===== config.mk =====
export PLATFORM = sky130hd
export DESIGN_NAME = text_line_number_and_escape_filter
export DESIGN_NICKNAME = d
export VERILOG_FILES = /design/src/design/tlnef_pkg.sv /design/src/design/text_line_number_and_escape_filter.sv /design/src/design/tlnef_front.sv /design/src/design/tlnef_queue.sv /design/src/design/tlnef_back.sv
export VERILOG_INCLUDE_DIRS = /design/src /design/src/design
export SDC_FILE = /design/constraint.sdc
export NUM_CORES = 1
export LEC_CHECK = 0
export ABC_AREA = 1
export ABC_CLOCK_PERIOD_IN_PS = 15500
export BUFFER_PORTS_ARGS = -buffer_cell sky130_fd_sc_hd__buf_4
export CAP_MARGIN = 20
export CORE_MARGIN = 2
export CORE_UTILIZATION = 40
export DETAILED_ROUTE_END_ITERATION = 6
export GPL_ROUTABILITY_DRIVEN = 0
export GPL_TIMING_DRIVEN = 0
export PLACE_DENSITY = 0.54
export SETUP_SLACK_MARGIN = 0.4
export SLEW_MARGIN = 20
export SYNTH_ARGS = -nofsm -noshare
export SYNTH_HDL_FRONTEND = slang
export SYNTH_SLANG_ARGS = --single-unit

===== constraint.sdc =====
create_clock -name clk -period 15.5 [get_ports clk]
set_input_delay 3.875 -clock clk [delete_from_list [all_inputs] [get_ports clk]]
set_output_delay 3.875 -clock clk [all_outputs]
set_load 0.02 [all_outputs]

===== src/design/text_line_number_and_escape_filter_macros.svh =====
// Assertion macros shared by the filter's modules.
// Define NO_ASSERTIONS to compile them out.
`ifndef TEXT_LINE_NUMBER_AND_ESCAPE_FILTER_MACROS_SVH
`define TEXT_LINE_NUMBER_AND_ESCAPE_FILTER_MACROS_SVH

`ifndef NO_ASSERTIONS

// A condition that must hold at every clock edge out of reset.
`define TLNEF_ASSERT_ALWAYS(lbl, expr) \
  lbl: assert property (@(posedge clk) disable iff (!rst_n) (expr)) \
    else $error("tlnef: invariant violated");

// A condition that must hold in the cycle after a trigger.
`define TLNEF_ASSERT_NEXT(lbl, ante, cons) \
  lbl: assert property (@(posedge clk) disable iff (!rst_n) (ante) |=> (cons)) \
    else $error("tlnef: next-cycle check violated");

`else

`define TLNEF_ASSERT_ALWAYS(lbl, expr)
`define TLNEF_ASSERT_NEXT(lbl, ante, cons)

`endif

`endif


===== src/design/tlnef_pkg.sv =====
package tlnef_pkg;

  // Line number width in BCD digits.
  localparam int NUMBER_DIGITS = 6;
  localparam int NUM_W         = 4 * NUMBER_DIGITS;

  // Output steps of one command: digits, tab, then up to four body bytes.
  localparam int BODY_MAX   = 4;
  localparam int BODY_IDX_W = 2;
  localparam int NUM_STEPS  = NUMBER_DIGITS + 1;
  localparam int STEP_W     = $clog2(NUMBER_DIGITS + 1 + BODY_MAX + 1);
  localparam int DIG_W      = (NUMBER_DIGITS > 1) ? $clog2(NUMBER_DIGITS) : 1;

  // Command queue geometry.
  localparam int Q_DEPTH = 4;
  localparam int Q_PTR_W = 2;
  localparam int Q_CNT_W = 3;

  // Configuration port.
  localparam int CFG_IDX_W  = 3;
  localparam int CFG_DATA_W = 2;

  typedef enum logic [CFG_IDX_W-1:0] {
    CFG_NUMBER_MODE      = 3'd0,
    CFG_SQUEEZE_BLANK    = 3'd1,
    CFG_SHOW_ENDS        = 3'd2,
    CFG_SHOW_TABS        = 3'd3,
    CFG_SHOW_NONPRINTING = 3'd4
  } cfg_index_t;

  // Numbering modes.
  localparam logic [1:0] NUM_MODE_OFF = 2'd0;
  localparam logic [1:0] NUM_MODE_ALL = 2'd1;

  // Characters.
  localparam logic [7:0] CH_TAB    = 8'h09;
  localparam logic [7:0] CH_NL     = 8'h0A;
  localparam logic [7:0] CH_SPACE  = 8'h20;
  localparam logic [7:0] CH_DOLLAR = 8'h24;
  localparam logic [7:0] CH_DASH   = 8'h2D;
  localparam logic [7:0] CH_QMARK  = 8'h3F;
  localparam logic [7:0] CH_I      = 8'h49;
  localparam logic [7:0] CH_M      = 8'h4D;
  localparam logic [7:0] CH_CARET  = 8'h5E;
  localparam logic [6:0] CH_DEL7   = 7'h7F;
  localparam logic [3:0] ZERO_HI   = 4'h3;

  // One classified input byte, ready for expansion.
  typedef struct packed {
    logic                             has_num;
    logic [NUM_W-1:0]                 num_bcd;
    logic [BODY_MAX-1:0][7:0]         body;
    logic [BODY_IDX_W-1:0]            last_idx;
  } cmd_t;

  // Head of the command queue as seen by the expander.
  typedef struct packed {
    logic valid;
    cmd_t cmd;
  } q_head_t;

endpackage


===== src/design/text_line_number_and_escape_filter.sv =====
// Byte-stream text filter with line numbering, blank-line squeezing and
// escaping of tabs, line ends and nonprinting bytes.
// Input channel: in_valid / in_stall carry one raw byte (in_data_byte) a beat.
// Output channel: out_valid / out_stall carry one rendered byte (out_byte) a
// beat; out_last_of_run marks the final byte caused by one input byte.
// A squeezed blank line produces no output beat at all.
// Configuration: cfg_wr_en, cfg_index and cfg_wdata write one register a cycle;
// write only while the filter is idle.
// An accepted input byte passes through the command queue and then the output
// register before its first beat appears. The expander emits one output beat
// per cycle while out_stall is low, so an input byte yields 1 to 11 output
// beats (7 extra when a line number is printed, up to 4 for an escaped byte).
// The input side accepts one byte a cycle while the four-entry command queue
// has room; the output rate therefore paces input. When the receiver stalls,
// the output register holds its beat, the queue fills and in_stall rises.
// Reset clears the configuration, sets the line counter to one and the
// line-start flag, and empties the queue; no initialisation pass is needed.
module text_line_number_and_escape_filter (
  input  logic                              clk,
  input  logic                              rst_n,
  input  logic                              cfg_wr_en,
  input  logic [tlnef_pkg::CFG_IDX_W-1:0]   cfg_index,
  input  logic [tlnef_pkg::CFG_DATA_W-1:0]  cfg_wdata,
  input  logic                              in_valid,
  output logic                              in_stall,
  input  logic [7:0]                        in_data_byte,
  output logic                              out_valid,
  input  logic                              out_stall,
  output logic [7:0]                        out_byte,
  output logic                              out_last_of_run
);

  logic               q_full;
  logic               q_push;
  logic               q_pop;
  tlnef_pkg::cmd_t    q_cmd;
  tlnef_pkg::q_head_t q_head;

  // Classifier and line state.
  tlnef_front u_front (
    .clk          (clk),
    .rst_n        (rst_n),
    .cfg_wr_en    (cfg_wr_en),
    .cfg_index    (cfg_index),
    .cfg_wdata    (cfg_wdata),
    .in_valid     (in_valid),
    .in_stall     (in_stall),
    .in_data_byte (in_data_byte),
    .q_full       (q_full),
    .q_push       (q_push),
    .q_cmd        (q_cmd)
  );

  // Command queue between the two sides.
  tlnef_queue u_queue (
    .clk      (clk),
    .rst_n    (rst_n),
    .push     (q_push),
    .push_cmd (q_cmd),
    .full     (q_full),
    .pop      (q_pop),
    .head     (q_head)
  );

  // Byte expander and output register.
  tlnef_back u_back (
    .clk             (clk),
    .rst_n           (rst_n),
    .head            (q_head),
    .pop             (q_pop),
    .out_valid       (out_valid),
    .out_stall       (out_stall),
    .out_byte        (out_byte),
    .out_last_of_run (out_last_of_run)
  );

endmodule


===== src/design/tlnef_front.sv =====
module tlnef_front (
  input  logic                               clk,
  input  logic                               rst_n,
  input  logic                               cfg_wr_en,
  input  logic [tlnef_pkg::CFG_IDX_W-1:0]    cfg_index,
  input  logic [tlnef_pkg::CFG_DATA_W-1:0]   cfg_wdata,
  input  logic                               in_valid,
  output logic                               in_stall,
  input  logic [7:0]                         in_data_byte,
  input  logic                               q_full,
  output logic                               q_push,
  output tlnef_pkg::cmd_t                    q_cmd
);

  logic [1:0] number_mode_r;
  logic       squeeze_blank_r;
  logic       show_ends_r;
  logic       show_tabs_r;
  logic       show_nonprinting_r;

  logic                        at_line_start_r, at_line_start_nxt;
  logic                        prev_blank_r, prev_blank_nxt;
  logic [tlnef_pkg::NUM_W-1:0] count_r, count_nxt, count_inc;

  logic       accept;
  logic       is_nl;
  logic       squeezed;
  logic       has_num;
  logic       all_nine;
  logic       carry;
  logic [3:0] dig;
  logic [6:0] lo;
  logic [7:0] lo_a, lo_b;
  logic       lo_two;

  // Configuration registers.
  always_ff @(posedge clk) begin
    if (!rst_n) begin
      number_mode_r      <= tlnef_pkg::NUM_MODE_OFF;
      squeeze_blank_r    <= 1'b0;
      show_ends_r        <= 1'b0;
      show_tabs_r        <= 1'b0;
      show_nonprinting_r <= 1'b0;
    end else if (cfg_wr_en) begin
      case (tlnef_pkg::cfg_index_t'(cfg_index))
        tlnef_pkg::CFG_NUMBER_MODE:      number_mode_r      <= cfg_wdata;
        tlnef_pkg::CFG_SQUEEZE_BLANK:    squeeze_blank_r    <= cfg_wdata[0];
        tlnef_pkg::CFG_SHOW_ENDS:        show_ends_r        <= cfg_wdata[0];
        tlnef_pkg::CFG_SHOW_TABS:        show_tabs_r        <= cfg_wdata[0];
        tlnef_pkg::CFG_SHOW_NONPRINTING: show_nonprinting_r <= cfg_wdata[0];
        default: ;
      endcase
    end
  end

  assign in_stall = q_full;
  assign accept   = in_valid && !in_stall;
  assign is_nl    = (in_data_byte == tlnef_pkg::CH_NL);
  assign squeezed = is_nl && at_line_start_r && squeeze_blank_r && prev_blank_r;

  // Line state: numbering decision and blank-line tracking.
  always_comb begin
    at_line_start_nxt = at_line_start_r;
    prev_blank_nxt    = prev_blank_r;
    has_num           = 1'b0;
    if (is_nl) begin
      if (at_line_start_r) begin
        prev_blank_nxt = 1'b1;
        has_num        = (number_mode_r == tlnef_pkg::NUM_MODE_ALL);
      end
      at_line_start_nxt = 1'b1;
    end else if (at_line_start_r) begin
      prev_blank_nxt    = 1'b0;
      has_num           = (number_mode_r != tlnef_pkg::NUM_MODE_OFF);
      at_line_start_nxt = 1'b0;
    end
  end

  // BCD increment that saturates at all nines.
  always_comb begin
    all_nine  = 1'b1;
    carry     = 1'b1;
    count_inc = count_r;
    for (int i = 0; i < tlnef_pkg::NUMBER_DIGITS; i++) begin
      dig = count_r[4*i +: 4];
      if (dig != 4'd9) all_nine = 1'b0;
      if (carry) begin
        if (dig >= 4'd9) begin
          count_inc[4*i +: 4] = 4'd0;
        end else begin
          count_inc[4*i +: 4] = dig + 4'd1;
          carry = 1'b0;
        end
      end
    end
    count_nxt = (has_num && !all_nine) ? count_inc : count_r;
  end

  always_ff @(posedge clk) begin
    if (!rst_n) begin
      at_line_start_r <= 1'b1;
      prev_blank_r    <= 1'b0;
      count_r         <= tlnef_pkg::NUM_W'(1);
    end else if (accept && !squeezed) begin
      at_line_start_r <= at_line_start_nxt;
      prev_blank_r    <= prev_blank_nxt;
      count_r         <= count_nxt;
    end
  end

  // Rendering of the low seven bits in caret notation.
  always_comb begin
    lo     = in_data_byte[6:0];
    lo_two = 1'b1;
    lo_a   = tlnef_pkg::CH_CARET;
    if (lo[6:5] == 2'b00) begin
      lo_b = {3'b010, lo[4:0]};
    end else if (lo == tlnef_pkg::CH_DEL7) begin
      lo_b = tlnef_pkg::CH_QMARK;
    end else begin
      lo_a   = {1'b0, lo};
      lo_b   = 8'h00;
      lo_two = 1'b0;
    end
  end

  // Body bytes of the command.
  always_comb begin
    q_cmd          = '0;
    q_cmd.has_num  = has_num;
    q_cmd.num_bcd  = count_r;
    if (is_nl) begin
      if (show_ends_r) begin
        q_cmd.body[0]  = tlnef_pkg::CH_DOLLAR;
        q_cmd.body[1]  = tlnef_pkg::CH_NL;
        q_cmd.last_idx = 2'd1;
      end else begin
        q_cmd.body[0]  = tlnef_pkg::CH_NL;
      end
    end else if (in_data_byte == tlnef_pkg::CH_TAB) begin
      if (show_tabs_r) begin
        q_cmd.body[0]  = tlnef_pkg::CH_CARET;
        q_cmd.body[1]  = tlnef_pkg::CH_I;
        q_cmd.last_idx = 2'd1;
      end else begin
        q_cmd.body[0]  = in_data_byte;
      end
    end else if (!show_nonprinting_r) begin
      q_cmd.body[0] = in_data_byte;
    end else if (in_data_byte[7]) begin
      q_cmd.body[0]  = tlnef_pkg::CH_M;
      q_cmd.body[1]  = tlnef_pkg::CH_DASH;
      q_cmd.body[2]  = lo_a;
      q_cmd.body[3]  = lo_b;
      q_cmd.last_idx = lo_two ? 2'd3 : 2'd2;
    end else begin
      q_cmd.body[0]  = lo_a;
      q_cmd.body[1]  = lo_b;
      q_cmd.last_idx = lo_two ? 2'd1 : 2'd0;
    end
  end

  assign q_push = accept && !squeezed;

endmodule


===== src/design/tlnef_queue.sv =====
`include "text_line_number_and_escape_filter_macros.svh"

module tlnef_queue (
  input  logic               clk,
  input  logic               rst_n,
  input  logic               push,
  input  tlnef_pkg::cmd_t    push_cmd,
  output logic               full,
  input  logic               pop,
  output tlnef_pkg::q_head_t head
);

  tlnef_pkg::cmd_t                mem [tlnef_pkg::Q_DEPTH];
  logic [tlnef_pkg::Q_PTR_W-1:0]  wr_ptr_r, rd_ptr_r;
  logic [tlnef_pkg::Q_CNT_W-1:0]  count_r, count_nxt;
  logic                           empty;

  assign empty = (count_r == '0);
  assign full  = (count_r == tlnef_pkg::Q_CNT_W'(tlnef_pkg::Q_DEPTH));

  // Command storage.
  always_ff @(posedge clk) begin
    if (push) begin
      mem[wr_ptr_r] <= push_cmd;
    end
  end

  always_comb begin
    count_nxt = count_r;
    if (push && !pop) count_nxt = count_r + 1'b1;
    if (pop && !push) count_nxt = count_r - 1'b1;
  end

  // Pointers and fill level.
  always_ff @(posedge clk) begin
    if (!rst_n) begin
      wr_ptr_r <= '0;
      rd_ptr_r <= '0;
      count_r  <= '0;
    end else begin
      if (push) wr_ptr_r <= wr_ptr_r + 1'b1;
      if (pop)  rd_ptr_r <= rd_ptr_r + 1'b1;
      count_r <= count_nxt;
    end
  end

  assign head.valid = !empty;
  assign head.cmd   = mem[rd_ptr_r];

  `TLNEF_ASSERT_ALWAYS(q_no_overflow, !(push && full))
  `TLNEF_ASSERT_ALWAYS(q_no_underflow, !(pop && empty))

endmodule


===== src/design/tlnef_back.sv =====
`include "text_line_number_and_escape_filter_macros.svh"

module tlnef_back (
  input  logic               clk,
  input  logic               rst_n,
  input  tlnef_pkg::q_head_t head,
  output logic               pop,
  output logic               out_valid,
  input  logic               out_stall,
  output logic [7:0]         out_byte,
  output logic               out_last_of_run
);

  localparam logic [tlnef_pkg::STEP_W-1:0] NumSteps =
    tlnef_pkg::STEP_W'(tlnef_pkg::NUM_STEPS);
  localparam logic [tlnef_pkg::STEP_W-1:0] TabStep =
    tlnef_pkg::STEP_W'(tlnef_pkg::NUMBER_DIGITS);

  logic [tlnef_pkg::STEP_W-1:0] pos_r, pos_nxt;
  logic [tlnef_pkg::STEP_W-1:0] eff, body_off;
  logic                         in_body;
  logic                         is_last;
  logic                         load;
  logic                         started;
  logic [3:0]                   dig;
  logic [7:0]                   chars [tlnef_pkg::NUMBER_DIGITS];
  logic [7:0]                   cur_byte;

  logic       out_valid_r;
  logic [7:0] out_byte_r;
  logic       out_last_r;

  // Step within the current command; the number steps are skipped when absent.
  assign eff      = head.cmd.has_num ? pos_r : pos_r + NumSteps;
  assign body_off = eff - NumSteps;
  assign in_body  = (eff >= NumSteps);
  assign is_last  = in_body && (body_off[tlnef_pkg::BODY_IDX_W-1:0] == head.cmd.last_idx);

  // Line number characters, most significant first, leading zeros as spaces.
  always_comb begin
    started = 1'b0;
    for (int i = 0; i < tlnef_pkg::NUMBER_DIGITS; i++) begin
      dig = head.cmd.num_bcd[4*(tlnef_pkg::NUMBER_DIGITS-1-i) +: 4];
      if (dig != 4'd0 || i == tlnef_pkg::NUMBER_DIGITS - 1) started = 1'b1;
      chars[i] = started ? {tlnef_pkg::ZERO_HI, dig} : tlnef_pkg::CH_SPACE;
    end
  end

  always_comb begin
    if (in_body) begin
      cur_byte = head.cmd.body[body_off[tlnef_pkg::BODY_IDX_W-1:0]];
    end else if (eff == TabStep) begin
      cur_byte = tlnef_pkg::CH_TAB;
    end else begin
      cur_byte = chars[eff[tlnef_pkg::DIG_W-1:0]];
    end
  end

  assign load = head.valid && (!out_valid_r || !out_stall);
  assign pop  = load && is_last;

  always_comb begin
    pos_nxt = pos_r;
    if (load) pos_nxt = is_last ? '0 : pos_r + 1'b1;
  end

  // Output register: a queued beat loads whenever the slot is free or being taken.
  always_ff @(posedge clk) begin
    if (!rst_n) begin
      pos_r       <= '0;
      out_valid_r <= 1'b0;
    end else begin
      pos_r <= pos_nxt;
      if (load) begin
        out_valid_r <= 1'b1;
      end else if (!out_stall) begin
        out_valid_r <= 1'b0;
      end
    end
  end

  always_ff @(posedge clk) begin
    if (load) begin
      out_byte_r <= cur_byte;
      out_last_r <= is_last;
    end
  end

  assign out_valid       = out_valid_r;
  assign out_byte        = out_byte_r;
  assign out_last_of_run = out_last_r;

  `TLNEF_ASSERT_ALWAYS(bk_body_in_range,
    !(head.valid && in_body) || (body_off < tlnef_pkg::STEP_W'(tlnef_pkg::BODY_MAX)))
  `TLNEF_ASSERT_NEXT(bk_pos_rewinds, pop, pos_r == '0)

endmodule

==> impl_results.md <==
- Starting density of the core: 0.406
- Internal: ~0.0015 W
- Register area share after synthesis: 0.637
- Residual DRC count: 0
- Mapped Cells: ~1.2k
- Multi-input logic area: roughly 0.0039 sq mm
- Final hold viol count: 0
- Final WL: roughly 33000 microns
- Syn Std Cell Area: about 0.012 sq mm
- Ant. Diodes: 0
- Critical Path RT: between 15000 and 20000 ps
- Later-pin clock latency in the skew report: 560 ps
- FMAX: 161 MHz
- LEAKAGE: ~5.4 nW
- Largest net degree at the start of global routing: 23
- Net switching power: 0.000782 W
- Clock skew: roughly 7.4 ps
- Wire per inst: 19.8 microns
- Total Nets Final: about 1.3k
- Die H: roughly 180 microns
- Placed Cells: 1600
- Max_cap viols: 0
- Number of enable flip-flop cells after synthesis: about 230
- Layout cells sized above 1: 0.118
- Area added between synthesis and finish: 15.2%
- TritonCTS buffer count: 30
- Critical Path AT: 6480 ps
- Hold-fix buffers at CTS: 0
- Power density over the cells: between 150 and 200 mW/mm^2
- Tcrit/Tclk final: 0.401
- Crit-path max FO: 20
- Die W: roughly 180 microns
- Core area: approximately 0.03 sq mm
- Setup tns final: 0 ps
- H-tree lvl count: 1
- Synthesis-stage register bit count: 279
- FFs w/ async S/R, synth: 0
- Final Util: 0.468
- Worst reg2reg path depth: 19
- Hold depth: 2
- Min Tclk post-route: between 6000 and 7000 ps
- Antenna violations before repair: 1
- Io pins: 29
- Worst slew pin tran: 881 ps
- GR Overflow Total: 0
- Die Area: 0.0325 sq mm
- Max VDD drop: 0.0000885 V
- Worst Setup Start Kind: input pin
- Drt pass-1 iters: 5
- Net Sw Frac: 0.346
- Antenna-violating nets left: 0
- Setup Viol. Count Final: 0
- Seq. cell area: around 0.0079 sq mm
- Slew HR: 0.413
- Crit path capture type: register
- Vias in the first global route: 8369
- Pins over their slew limit: 0
- Gate power share: 0.304
- Distinct cell type count after synthesis: 50
- Clk buf depth: 3
- CTS tree: built
- Layout Cells excl Fill: between 1.5k and 2k
- Vias: between 8k and 9k
- DRT iter0 DRCs: between 700 and 800
- Part of the power in the clock network: 0.295
- Layout fillers: between 2k and 3k
- WS Path Type: in2reg
- # clock sinks: about 280
- Sequential Power Share: 0.402
- Worst-path clk slew: 60 ps
- Row Count: 64
- Port buffer count: 28
- RSZ-0062 raised after global routing: no
- Final HPWL DP: 22700 microns
- First-pass GRT wire length: a little under 50000 microns
- Average size of a mapped cell: 10.7 sq um
- Status: complete, no violations
- Worst hold path class: reg2reg
- GRT Overall Usage: 0.199
- # resized after CTS: 0
- Setup bufs post-CTS: 0
- Syn. warnings: 0
- Post-synth top flop: edfxtp_1
- Syn_nets: ~1.2k
- Root Buffer: clkbuf_16
- Avg Vias per Cell: ~5.3
-- cells in the mapped netlist (all sizes together), types with 13 or more instances --
library cell  number  share of area
buf               34          0.021
inv               89          0.027
ha                27          0.027
nand3             85          0.037
clkbuf            14         0.0042
o22ai             16         0.0081
edfxtp           233           0.56
nor3              13         0.0052
nor2             133          0.042
dfxtp             46          0.074
nand2            243          0.076
a21oi             53          0.023
o21ai            101          0.041
o211ai            18          0.011
-- critical path: stages --
cell and delay, ps:
buf_4 90, inv_1 80, nand4_1 150, nor2_4 100
a21oi_4 360, buf_4 260, clkinv_1 350, nor2_4 700
buf_12 280, buf_16 190
-- cells by family (layout without fill, tap and decap cells) --
family / after synthesis / in the layout / synth area share
XOR/XNOR: 12 / 12 / 0.00846
flip-flops: 279 / 279 / 0.637
buffers and inverters: 139 / 232 / 0.0529
AO/OA/AOI/OAI: 216 / 216 / 0.102
adder cells (fa/ha/maj): 28 / 28 / 0.0288
AND/OR/NAND/NOR: 492 / 492 / 0.170
-- path summary, 6_finish.rpt --
kind	start	to	slack, ps
min reg2reg	u_queue.rd_ptr_r[1]$_SDFFE_PN0P_	u_queue.rd_ptr_r[1]$_SDFFE_PN0P_	500
min	u_queue.rd_ptr_r[1]$_SDFFE_PN0P_	u_queue.rd_ptr_r[1]$_SDFFE_PN0P_	500
max reg2reg	register	u_queue.count_r[1]$_SDFFE_PN0P_	10860
max	in_data_byte[2]	u_queue.mem[2][20]$_DFFE_PP_	9280
-- registers in the layout (all words and copies together) (netlist names), 2 cells and up, named ones only --
signal                 flops
u_back.out_byte            8
u_back.pos_r               4
u_front.count_r           24
u_front.number_mode_r      2
u_queue.count_r            3
u_queue.mem              224
u_queue.rd_ptr_r           2
u_queue.wr_ptr_r           2
-- placed cells by master (no fill, tap or decap), types with 3 or more instances in the layout --
cell	count
o211ai_1	18
buf_4	37
clkbuf_8	3
xor2_1	10
o221ai_1	11
clkinv_1	5
a31oi_1	3
nor2_1	124
buf_12	3
buf_6	11
nor2_4	7
a32o_1	4
a21oi_1	50
inv_1	81
clkbuf_1	25
o22ai_1	16
nand2_4	3
nor3_1	13
buf_2	14
nand3_1	79
clkinv_2	6
nand2_1	235
o21a_1	4
clkbuf_16	31
ha_1	27
o21ai_0	99
dfxtp_1	46
nand4_1	10
nand3_2	5
nand2_2	5
edfxtp_1	233
buf_16	7
inv_2	8
-- area by class of cell --
type	instances	area share
tap	396	0.0346
buffer	48	0.0219
sequential	279	0.553
clock inverter	10	0.00332
multi-input combinational	748	0.271
inverter	91	0.0239
clock buffer	45	0.0599
timing repair buffer	38	0.0323
-- power by group through the flow --
stage	clock network, W	registers (W)	logic [W]
3_3_place_gp	0	0.000929	0.000664
3_5_place_dp	0	0.000922	0.000686
5_1_grt	0.000705	0.000913	0.000752
2_1_floorplan	0	0.000938	0.000407
6_report	0.000666	0.000907	0.000685
4_1_cts	0.000675	0.000907	0.000688
-- metal layers --
metal  wire (microns)  part of all wire  GRT usage  vias up
met3             1980             0.060     0.0291       57
li1                 -                 -          -     4221
met5                0                 0          0        -
met4              764             0.023     0.0542        0
met2            14600              0.45      0.313      268
met1            15400              0.47      0.287     4256
-- metrics by stage --
step / hold WS, ps / total power [W] / area, sq um / worst slack (ps)
2_1_floorplan: 440 / 0.00134 / 12400 / 7890
3_3_place_gp: 480 / 0.00159 / 13100 / 5240
3_5_place_dp: 491 / 0.00161 / 13400 / 8690
4_1_cts: 500 / 0.00227 / 14300 / 9260
5_1_grt: 518 / 0.00237 / 14300 / 9110
6_report: 496 / 0.00226 / 14300 / 9280
No activity file was read; power rests on OpenSTA's default activity.
